<file path="config.mk">
export PLATFORM = sky130hd
export DESIGN_NAME = integer_field_formatter
export DESIGN_NICKNAME = d
export VERILOG_FILES = /design/src/hw/rtl/intfmt_pkg.sv /design/src/hw/rtl/intfmt_ctrl.sv /design/src/hw/rtl/intfmt_dp.sv /design/src/hw/rtl/integer_field_formatter.sv
export SDC_FILE = /design/constraint.sdc
export NUM_CORES = 1
export LEC_CHECK = 0
export ABC_CLOCK_PERIOD_IN_PS = 11640
export BUFFER_PORTS_ARGS = -buffer_cell sky130_fd_sc_hd__buf_2
export CORE_UTILIZATION = 25
export DETAILED_ROUTE_END_ITERATION = 6
export GPL_TIMING_DRIVEN = 0
export SETUP_SLACK_MARGIN = 0.02
export SKIP_CTS_REPAIR_TIMING = 1
export SYNTH_ARGS = -nofsm -noshare
export SYNTH_HDL_FRONTEND = slang
export SYNTH_SLANG_ARGS = --single-unit
export TNS_END_PERCENT = 1
</file>
<file path="constraint.sdc">
create_clock -name clk -period 11.64 [get_ports clk]
set_input_delay 0.582 -clock clk [delete_from_list [all_inputs] [get_ports clk]]
set_output_delay 0.582 -clock clk [all_outputs]
set_load 0.01 [all_outputs]
</file>
<file path="src/hw/rtl/intfmt_pkg.sv">
// Shared constants, codes, command and status types for the integer field formatter.
package intfmt_pkg;

  localparam int ValueW      = 64;
  localparam int BaseW       = 5;
  localparam int ConvW       = 3;
  localparam int WidthW      = 6;
  localparam int PrecW       = 7;
  localparam int CharW       = 8;
  localparam int CountW      = 6;
  localparam int MaxDigits   = 32;
  localparam int MaxWidth    = 62;
  localparam int DigW        = 4;
  localparam int NdigW       = $clog2(MaxDigits + 1);
  localparam int DigIdxW     = $clog2(MaxDigits);
  localparam int PosW        = 7;
  localparam int BitsPerStep = 8;
  localparam int StepCount   = ValueW / BitsPerStep;
  localparam int StepW       = $clog2(StepCount);
  localparam int InTdataW    = 88;
  localparam int InTuserW    = ConvW;
  localparam int OutTdataW   = 16;

  localparam logic [ConvW-1:0] CONV_SIGNED   = 3'd0;
  localparam logic [ConvW-1:0] CONV_UNSIGNED = 3'd1;
  localparam logic [ConvW-1:0] CONV_HEX_LO   = 3'd2;
  localparam logic [ConvW-1:0] CONV_HEX_UP   = 3'd3;
  localparam logic [ConvW-1:0] CONV_PTR      = 3'd4;

  localparam logic [BaseW-1:0] BASE_MIN = 5'd8;
  localparam logic [BaseW-1:0] BASE_MAX = 5'd16;

  localparam logic [1:0] PRE_NONE = 2'd0;
  localparam logic [1:0] PRE_SIGN = 2'd1;
  localparam logic [1:0] PRE_HEX  = 2'd2;

  localparam logic [CharW-1:0] CH_NUL   = 8'h00;
  localparam logic [CharW-1:0] CH_SPACE = 8'h20;
  localparam logic [CharW-1:0] CH_PLUS  = 8'h2b;
  localparam logic [CharW-1:0] CH_MINUS = 8'h2d;
  localparam logic [CharW-1:0] CH_ZERO  = 8'h30;
  localparam logic [CharW-1:0] CH_UP_A  = 8'h41;
  localparam logic [CharW-1:0] CH_UP_X  = 8'h58;
  localparam logic [CharW-1:0] CH_LO_A  = 8'h61;
  localparam logic [CharW-1:0] CH_LO_X  = 8'h78;

  typedef struct packed {
    logic load;
    logic div_step;
    logic digit_done;
    logic plan_a;
    logic plan_b;
    logic emit;
  } dp_cmd_t;

  typedef struct packed {
    logic div_last;
    logic more_digits;
    logic out_free;
    logic emit_last;
  } dp_sts_t;

  function automatic logic [CharW-1:0] digit_char(input logic [DigW-1:0] d,
                                                   input logic upper);
    logic [CharW-1:0] c;
    if (d < 4'd10) begin
      c = CH_ZERO + CharW'(d);
    end else if (upper) begin
      c = CH_UP_A + CharW'(d) - 8'd10;
    end else begin
      c = CH_LO_A + CharW'(d) - 8'd10;
    end
    return c;
  endfunction

endpackage

</file>
<file path="src/hw/rtl/intfmt_ctrl.sv">
// Controller state machine that sequences digit generation, layout planning and emission.
module intfmt_ctrl (
  input  logic                clk,
  input  logic                rst_n,
  input  logic                in_tvalid,
  output logic                in_tready,
  input  intfmt_pkg::dp_sts_t sts,
  output intfmt_pkg::dp_cmd_t cmd
);
  import intfmt_pkg::*;

  typedef enum logic [2:0] {
    S_IDLE,
    S_DIV,
    S_DIGIT,
    S_PLAN_A,
    S_PLAN_B,
    S_EMIT
  } state_t;

  state_t state_r;
  state_t state_nxt;

  always_comb begin
    cmd       = '0;
    state_nxt = state_r;
    unique case (state_r)
      S_IDLE: begin
        cmd.load = in_tvalid;
        if (in_tvalid) begin
          state_nxt = S_DIV;
        end
      end
      S_DIV: begin
        cmd.div_step = 1'b1;
        if (sts.div_last) begin
          state_nxt = S_DIGIT;
        end
      end
      S_DIGIT: begin
        cmd.digit_done = 1'b1;
        state_nxt      = sts.more_digits ? S_DIV : S_PLAN_A;
      end
      S_PLAN_A: begin
        cmd.plan_a = 1'b1;
        state_nxt  = S_PLAN_B;
      end
      S_PLAN_B: begin
        cmd.plan_b = 1'b1;
        state_nxt  = S_EMIT;
      end
      S_EMIT: begin
        cmd.emit = sts.out_free;
        if (sts.out_free && sts.emit_last) begin
          state_nxt = S_IDLE;
        end
      end
      default: begin
        state_nxt = S_IDLE;
      end
    endcase
  end

  always_ff @(posedge clk) begin
    if (!rst_n) begin
      state_r <= S_IDLE;
    end else begin
      state_r <= state_nxt;
    end
  end

  assign in_tready = (state_r == S_IDLE);

  a_accept_starts_div: assert property (@(posedge clk) disable iff (!rst_n)
    (in_tvalid && in_tready) |=> (state_r == S_DIV))
    else $error("accepted item did not start digit generation");

  a_emit_needs_room: assert property (@(posedge clk) disable iff (!rst_n)
    cmd.emit |-> sts.out_free)
    else $error("character emitted while the output register was full");

  a_last_returns_idle: assert property (@(posedge clk) disable iff (!rst_n)
    (cmd.emit && sts.emit_last) |=> (state_r == S_IDLE))
    else $error("controller did not return to idle after the last item");

endmodule

</file>
<file path="src/hw/rtl/intfmt_dp.sv">
// Datapath: input capture, digit-serial divider, digit store, layout planner and output register.
module intfmt_dp (
  input  logic                              clk,
  input  logic                              rst_n,
  input  logic [intfmt_pkg::InTdataW-1:0]   in_tdata,
  input  logic [intfmt_pkg::InTuserW-1:0]   in_tuser,
  input  intfmt_pkg::dp_cmd_t               cmd,
  output intfmt_pkg::dp_sts_t               sts,
  input  logic                              out_tready,
  output logic                              out_valid,
  output logic [intfmt_pkg::CharW-1:0]      out_char,
  output logic                              out_has,
  output logic                              out_last,
  output logic [intfmt_pkg::CountW-1:0]     out_count
);
  import intfmt_pkg::*;

  logic [ValueW-1:0] in_value;
  logic [BaseW-1:0]  in_base;
  logic [ConvW-1:0]  in_conv;

  logic [ValueW-1:0] dvd_r;
  logic [DigW-1:0]   rem_r;
  logic [StepW-1:0]  step_r;
  logic [NdigW-1:0]  ndig_r;
  logic [DigW-1:0]   digs_r [MaxDigits];
  logic              val_zero_r;
  logic [BaseW-1:0]  base_r;
  logic [ConvW-1:0]  conv_r;
  logic              neg_r;
  logic              plus_r;
  logic              space_r;
  logic              hash_r;
  logic              zero_r;
  logic              left_r;
  logic [WidthW-1:0] width_r;
  logic [PrecW-1:0]  prec_r;

  logic [NdigW-1:0]  nd_r;
  logic [WidthW-1:0] zeros_r;
  logic [1:0]        pre_r;
  logic [PosW-1:0]   content_r;
  logic [PosW-1:0]   b1_r;
  logic [PosW-1:0]   b2_r;
  logic [PosW-1:0]   b3_r;
  logic [PosW-1:0]   b4_r;
  logic [CountW-1:0] cnt_r;
  logic [PosW-1:0]   pos_r;

  logic              out_valid_r;
  logic [CharW-1:0]  out_char_r;
  logic              out_has_r;
  logic              out_last_r;
  logic [CountW-1:0] out_count_r;

  logic [ValueW-1:0] dvd_nxt;
  logic [DigW-1:0]   rem_nxt;
  logic [DigW:0]     acc;

  logic [NdigW-1:0]  nd_eff;
  logic [WidthW-1:0] zeros_nxt;
  logic [1:0]        pre_nxt;
  logic [WidthW-1:0] pad;
  logic              use_fill;
  logic [PosW-1:0]   spaces;
  logic [PosW-1:0]   zrun;
  logic [PosW-1:0]   b1_nxt;
  logic [PosW-1:0]   b2_nxt;
  logic [PosW-1:0]   b3_nxt;
  logic [PosW-1:0]   b4_nxt;
  logic [PosW-1:0]   total;

  logic [PosW-1:0]   dig_idx;
  logic [CharW-1:0]  sign_char;
  logic [CharW-1:0]  char_nxt;

  assign in_value = in_tdata[63:0];
  assign in_base  = in_tdata[68:64];
  assign in_conv  = in_tuser;

  // One chunk of restoring division by the base; the dividend register turns into the quotient.
  always_comb begin
    dvd_nxt = dvd_r;
    rem_nxt = rem_r;
    acc     = '0;
    for (int i = 0; i < BitsPerStep; i++) begin
      acc     = {rem_nxt, dvd_nxt[ValueW-1]};
      dvd_nxt = {dvd_nxt[ValueW-2:0], 1'b0};
      if (acc >= base_r) begin
        acc        = acc - base_r;
        dvd_nxt[0] = 1'b1;
      end
      rem_nxt = acc[DigW-1:0];
    end
  end

  always_comb begin
    nd_eff    = (val_zero_r && prec_r == '0) ? '0 : ndig_r;
    zeros_nxt = '0;
    if (!prec_r[PrecW-1] && prec_r[WidthW-1:0] > WidthW'(nd_eff)) begin
      zeros_nxt = prec_r[WidthW-1:0] - WidthW'(nd_eff);
    end
    if (neg_r || (conv_r == CONV_SIGNED && (plus_r || space_r))) begin
      pre_nxt = PRE_SIGN;
    end else if (conv_r == CONV_PTR ||
                 (hash_r && !val_zero_r &&
                  (conv_r == CONV_HEX_LO || conv_r == CONV_HEX_UP))) begin
      pre_nxt = PRE_HEX;
    end else begin
      pre_nxt = PRE_NONE;
    end
  end

  always_comb begin
    pad      = ({1'b0, width_r} > content_r) ? WidthW'({1'b0, width_r} - content_r) : '0;
    use_fill = zero_r && !left_r && prec_r[PrecW-1];
    spaces   = use_fill ? '0 : PosW'(pad);
    zrun     = PosW'(zeros_r) + (use_fill ? PosW'(pad) : '0);
    b1_nxt   = left_r ? '0 : spaces;
    b2_nxt   = b1_nxt + PosW'(pre_r);
    b3_nxt   = b2_nxt + zrun;
    b4_nxt   = b3_nxt + PosW'(nd_r);
    total    = b4_nxt + (left_r ? spaces : '0);
  end

  always_comb begin
    dig_idx   = b4_r - 7'd1 - pos_r;
    sign_char = neg_r ? CH_MINUS : (plus_r ? CH_PLUS : CH_SPACE);
    if (pos_r < b1_r) begin
      char_nxt = CH_SPACE;
    end else if (pos_r < b2_r) begin
      if (pre_r == PRE_SIGN) begin
        char_nxt = sign_char;
      end else if (pos_r == b1_r) begin
        char_nxt = CH_ZERO;
      end else begin
        char_nxt = (conv_r == CONV_HEX_UP) ? CH_UP_X : CH_LO_X;
      end
    end else if (pos_r < b3_r) begin
      char_nxt = CH_ZERO;
    end else if (pos_r < b4_r) begin
      char_nxt = digit_char(digs_r[dig_idx[DigIdxW-1:0]], conv_r == CONV_HEX_UP);
    end else begin
      char_nxt = CH_SPACE;
    end
  end

  always_ff @(posedge clk) begin
    if (cmd.load) begin
      dvd_r      <= in_value;
      rem_r      <= '0;
      step_r     <= '0;
      ndig_r     <= '0;
      val_zero_r <= (in_value == '0);
      base_r     <= (in_base < BASE_MIN) ? BASE_MIN :
                    ((in_base > BASE_MAX) ? BASE_MAX : in_base);
      conv_r     <= (in_conv > CONV_PTR) ? CONV_UNSIGNED : in_conv;
      neg_r      <= in_tdata[69];
      plus_r     <= in_tdata[70];
      space_r    <= in_tdata[71];
      hash_r     <= in_tdata[72];
      zero_r     <= in_tdata[73];
      left_r     <= in_tdata[74];
      width_r    <= in_tdata[80:75];
      prec_r     <= in_tdata[87:81];
    end
    if (cmd.div_step) begin
      dvd_r  <= dvd_nxt;
      rem_r  <= rem_nxt;
      step_r <= step_r + 3'd1;
    end
    if (cmd.digit_done) begin
      digs_r[ndig_r[DigIdxW-1:0]] <= rem_r;
      ndig_r <= ndig_r + 6'd1;
      rem_r  <= '0;
      step_r <= '0;
    end
    if (cmd.plan_a) begin
      nd_r      <= nd_eff;
      zeros_r   <= zeros_nxt;
      pre_r     <= pre_nxt;
      content_r <= PosW'(pre_nxt) + PosW'(nd_eff) + PosW'(zeros_nxt);
    end
    if (cmd.plan_b) begin
      b1_r  <= b1_nxt;
      b2_r  <= b2_nxt;
      b3_r  <= b3_nxt;
      b4_r  <= b4_nxt;
      cnt_r <= (total > PosW'(MaxWidth)) ? CountW'(MaxWidth) : total[CountW-1:0];
      pos_r <= '0;
    end
    if (cmd.emit) begin
      pos_r       <= pos_r + 7'd1;
      out_char_r  <= (cnt_r == '0) ? CH_NUL : char_nxt;
      out_has_r   <= (cnt_r != '0);
      out_last_r  <= sts.emit_last;
      out_count_r <= sts.emit_last ? cnt_r : '0;
    end
  end

  always_ff @(posedge clk) begin
    if (!rst_n) begin
      out_valid_r <= 1'b0;
    end else if (cmd.emit) begin
      out_valid_r <= 1'b1;
    end else if (out_tready) begin
      out_valid_r <= 1'b0;
    end
  end

  assign sts.div_last    = (step_r == StepW'(StepCount - 1));
  assign sts.more_digits = (dvd_r != '0) && (ndig_r < NdigW'(MaxDigits - 1));
  assign sts.out_free    = !out_valid_r || out_tready;
  assign sts.emit_last   = (cnt_r == '0) || ((pos_r + 7'd1) == PosW'(cnt_r));

  assign out_valid = out_valid_r;
  assign out_char  = out_char_r;
  assign out_has   = out_has_r;
  assign out_last  = out_last_r;
  assign out_count = out_count_r;

  a_rem_below_base: assert property (@(posedge clk) disable iff (!rst_n)
    cmd.div_step |=> ({1'b0, rem_r} < base_r))
    else $error("division remainder not below the base");

  a_plan_ordered: assert property (@(posedge clk) disable iff (!rst_n)
    cmd.plan_b |=> (b1_r <= b2_r && b2_r <= b3_r && b3_r <= b4_r &&
                    cnt_r <= CountW'(MaxWidth)))
    else $error("character layout boundaries out of order");

  a_last_flagged: assert property (@(posedge clk) disable iff (!rst_n)
    (cmd.emit && sts.emit_last) |=> (out_valid_r && out_last_r &&
                                     out_count_r == cnt_r))
    else $error("final item lacks last flag or total count");

endmodule

</file>
<file path="src/hw/rtl/integer_field_formatter.sv">
// Top level of the integer field formatter: controller plus datapath behind stream ports.
//
// Each input item carries one unsigned 64-bit magnitude with its base, conversion kind
// and printf flags. The block answers with one output item per formatted character:
// leading spaces, sign or 0x/0X prefix, zero padding, digits, trailing spaces. The
// final item of a conversion has tlast set and carries the character count; when a
// conversion prints nothing, a single item with tuser low and tlast high is sent.
// Output is capped at 62 characters.
// Digits come from a shared divider that retires 8 dividend bits per cycle; each
// remainder is stored as the next digit. The divider yields 1 to 22 digits per
// conversion, and a conversion gives 1 to 62 output items. One item is in work at a
// time and in_tready is high only while the block is idle, so the next item is
// accepted only after the last character of the previous one has been registered.
// Characters leave through an output register at one per cycle; when the receiver
// holds out_tready low, emission pauses and the pending item stays on the port.
// Reset clears the controller and the output valid flag; no other setup is needed.
module integer_field_formatter (
  input  logic                                clk,
  input  logic                                rst_n,
  input  logic                                in_tvalid,
  output logic                                in_tready,
  // value[63:0], base[68:64], negative[69], plus_flag[70], space_flag[71],
  // hash_flag[72], zero_flag[73], left_align[74], field_width[80:75], precision[87:81]
  input  logic [intfmt_pkg::InTdataW-1:0]     in_tdata,
  // conv[2:0]
  input  logic [intfmt_pkg::InTuserW-1:0]     in_tuser,
  output logic                                out_tvalid,
  input  logic                                out_tready,
  // out_char[7:0], total_count[13:8], zero[15:14]
  output logic [intfmt_pkg::OutTdataW-1:0]    out_tdata,
  // has_char[0]
  output logic                                out_tuser,
  output logic                                out_tlast
);
  import intfmt_pkg::*;

  dp_cmd_t           cmd;
  dp_sts_t           sts;
  logic [CharW-1:0]  out_char;
  logic [CountW-1:0] out_count;

  intfmt_ctrl u_ctrl (
    .clk       (clk),
    .rst_n     (rst_n),
    .in_tvalid (in_tvalid),
    .in_tready (in_tready),
    .sts       (sts),
    .cmd       (cmd)
  );

  intfmt_dp u_dp (
    .clk        (clk),
    .rst_n      (rst_n),
    .in_tdata   (in_tdata),
    .in_tuser   (in_tuser),
    .cmd        (cmd),
    .sts        (sts),
    .out_tready (out_tready),
    .out_valid  (out_tvalid),
    .out_char   (out_char),
    .out_has    (out_tuser),
    .out_last   (out_tlast),
    .out_count  (out_count)
  );

  assign out_tdata = {(OutTdataW - CharW - CountW)'(0), out_count, out_char};

endmodule

</file>
==> flow_summary.json <==
{
  "regArea_um2": 9300,
  "relSlewSlack_pct": 19.8,
  "port_buffers": 111,
  "via_count": 11500,
  "cts.sinks": 313,
  "antenna_found_initial": 8,
  "arrival_ps": 11770,
  "ys_async_sr_fraction_pct": 0,
  "h-tree-depth": 2,
  "coreArea_um2": 67400,
  "ff2ff_setup_slack_ps": 310,
  "syn_area_um2": 17100,
  "route.detailed.drc": 0,
  "viasPerCell": 4.61,
  "worst_slew_pin_slew_ps": 1170,
  "grt_pass1_wl_mm": 63.4,
  "drt-initial-drc-count": 725,
  "clock_latency_ps": 540,
  "clk_pin_slew_ps": 60,
  "max_stage_delay_ps": 510,
  "cp_slowest_cell": "edfxtp_1",
  "rows": 95,
  "yosys.cell_types.count": 75,
  "post_route_cells_drive_above_1_share_pct": 18.0,
  "setup_viol": 0,
  "die-area_um2": 69400,
  "nNetsFinal": 1834,
  "yosysTopAreaCellShare_pct": 53.1,
  "slew_violations": 0,
  "cp_common_cell": "a21o_1",
  "place.gp.congestion": 0.880,
  "track_usage_pct": 11.6,
  "yosysWarnings": 0,
  "avgRoutedWirePerCell_um": 16.3,
  "run_status": "finished, final reports clean",
  "grt_overflow": 0,
  "ys_seq_area_share_pct": 54.4,
  "cts_tree": "built",
  "cap_violations": 0,
  "n_fill_cell": 6750,
  "timing.fmax_ghz": 0.0882,
  "routed_wl_mm": 40.7,
  "antennaDiodeCount": 0,
  "die_h_um": 263,
  "grt_pass1_vias": 11700,
  "hold_viol": 0,
  "areaGrowthSynthToFinish_pct": 18.4,
  "syn_avg_cell_area_um2": 12.1,
  "io_pins": 115,
  "path_max_fanout": 7,
  "initial_core_util_pct": 25.4,
  "fin_skew_ps": 22.7,
  "hpwlAfterDp_mm": 30.3,
  "critPathKind": "register to register",
  "period_share_pct": 97.4,
  "end_kind": "register",
  "synth_largest_area_cell": "edfxtp_1",
  "period_minus_slack_ps": 11330,
  "multi_input_comb_area_um2": 7390,
  "syn_inst": 1417,
  "die_w_um": 263,
  "firstDrtPassIters": 5,
  "cts-buffers-inserted": 34,
  "synth_top_flop_cell": "edfxtp_1",
  "synth_edf_count": 302,
  "ant_nets": 0,
  "clock_path_buffers": 3,
  "ys_top_cells_by_area": "edfxtp_1 53%, ha_1 8.5%, nand2_1 5.2%",
  "tns_ps": 0,
  "grt_max_degree": 66,
  "cts-root-buf": "clkbuf_16",
  "critPathLaunchType": "register",
  "cp_data_required_time_ps": 12080,
  "ys_ff_latch": 313,
  "hold_class": "primary input to register"
}
[cell families (layout without fill, tap and decap cells)]
| family | count (synthesis) | count (layout) | synth area share [%] |
|---|---|---|---|
| compound gates | 185 | 185 | 7.30 |
| xor+xnor | 62 | 62 | 3.31 |
| fa+ha+maj | 140 | 140 | 11.3 |
| buf+inv | 159 | 358 | 3.61 |
| flops | 313 | 313 | 54.4 |
| mux | 75 | 75 | 7.01 |
| other cells | 1 | 3 | 0.0219 |
| simple gates | 482 | 482 | 13.1 |
[final timing paths]
check / start / end / depth (start not counted)
hold reg to reg: u_dp.step_r[2]$_SDFFE_PP0P_ / u_dp.step_r[2]$_SDFFE_PP0P_ / 2
setup reg to reg: u_dp.base_r[1]$_SDFFCE_PP0P_ / u_dp.rem_r[3]$_SDFFE_PP0P_ / 48
hold / removal: in_tdata[82] / u_dp.prec_r[1]$_DFFE_PP_ / 1
setup / recovery: u_dp.base_r[1]$_SDFFCE_PP0P_ / u_dp.rem_r[3]$_SDFFE_PP0P_ / 48
[sequential cells by signal, indices dropped and copies added (netlist names), 7 cells and up]
register        flops
u_dp.digs_r       128
u_dp.out_char       7
u_dp.prec_r         7
u_dp.b3_r           7
u_dp.pos_r          7
u_dp.b2_r           7
u_dp.content_r      7
u_dp.b4_r           7
u_dp.dvd_r         64
[per-layer routing]
metal | part of all wire [%] | GRT usage (%) | vias to the layer above
li1 | - | - | 5495
met1 | 44 | 15.2 | 5536
met2 | 45 | 18.4 | 342
met3 | 7.8 | 3.35 | 91
met4 | 2.6 | 3.79 | 16
met5 | 0.28 | 0 | -
[critical path, delay by kind of cell, from the launching register on]
kind | cells | cell delay (ps)
compound gates | 30 | 6200
fa+ha+maj | 8 | 2340
mux | 5 | 1650
flops | 1 | 510
buf+inv | 4 | 390
simple gates | 1 | 120
[synth_stat cells (3+ instances only)]
library cell	instances
o21a_1	5
dfxtp_1	11
or3_1	3
or2_2	5
fa_1	24
inv_1	121
o31ai_1	4
nor2b_1	22
buf_2	4
xor2_1	21
a2111oi_0	5
mux2i_1	27
nand3b_1	5
ha_1	116
nand2_1	236
o21ai_1	4
inv_2	3
edfxtp_1	302
nor4_1	38
a211o_1	3
nor3_1	6
mux4_2	34
mux2_2	12
a21oi_1	54
nor2_1	86
nand2b_1	18
and3_1	5
buf_4	4
a31oi_1	7
a21o_1	43
nand3_1	20
xnor2_1	39
buf_1	5
a211oi_1	3
clkbuf_1	22
o21bai_1	4
o21ai_0	27
nand4_1	10
o211a_1	3
and2_1	12
[cells in the final DEF (no fill, tap or decap), drive strengths merged, types with 3 or more instances in the layout]
master	count
a21o	43
ha	116
conb	3
o21a	6
and2	12
nand2	236
a31oi	8
clkbuf	65
buf	157
nand4	10
nor4	39
o211a	3
mux2i	29
nand3b	5
mux4	34
a211o	3
edfxtp	302
nor3	6
fa	24
o21bai	4
nand3	20
a21oi	55
clkinv	10
a2111oi	6
inv	124
dfxtp	11
nor2b	22
o21ai	32
o31ai	4
xnor2	39
and3	5
a211oi	3
or2	5
or3	3
mux2	12
nor2	87
nand2b	18
xor2	22
[layout make-up]
class	count	area share, %
buffer	35	0.748
multi-input combinational	947	36.5
clock inverter	12	0.452
sequential	313	46.0
inverter	124	2.32
clock buffer	43	4.53
tap	873	5.40
timing repair buffer	144	4.07
[through the flow]
step / utilization (%) / setup slack, ps / std cells / hold slack (ps) / cell area [um^2]
4_1_cts: 29.3 / -2370 / 2458 / 191 / 19800
2_1_floorplan: - / 170 / 1419 / 448 / 17100
6_report: 30.0 / 305 / 2491 / 219 / 20200
3_3_place_gp: 27.8 / -1930 / 2403 / 457 / 18700
3_5_place_dp: 27.8 / -2330 / 2403 / 487 / 18800
5_1_grt: 30.0 / -139 / 2491 / 197 / 20200
Power is not shown: default switching activity piles up to over one toggle a cycle in this logic, so the estimate is an artifact.
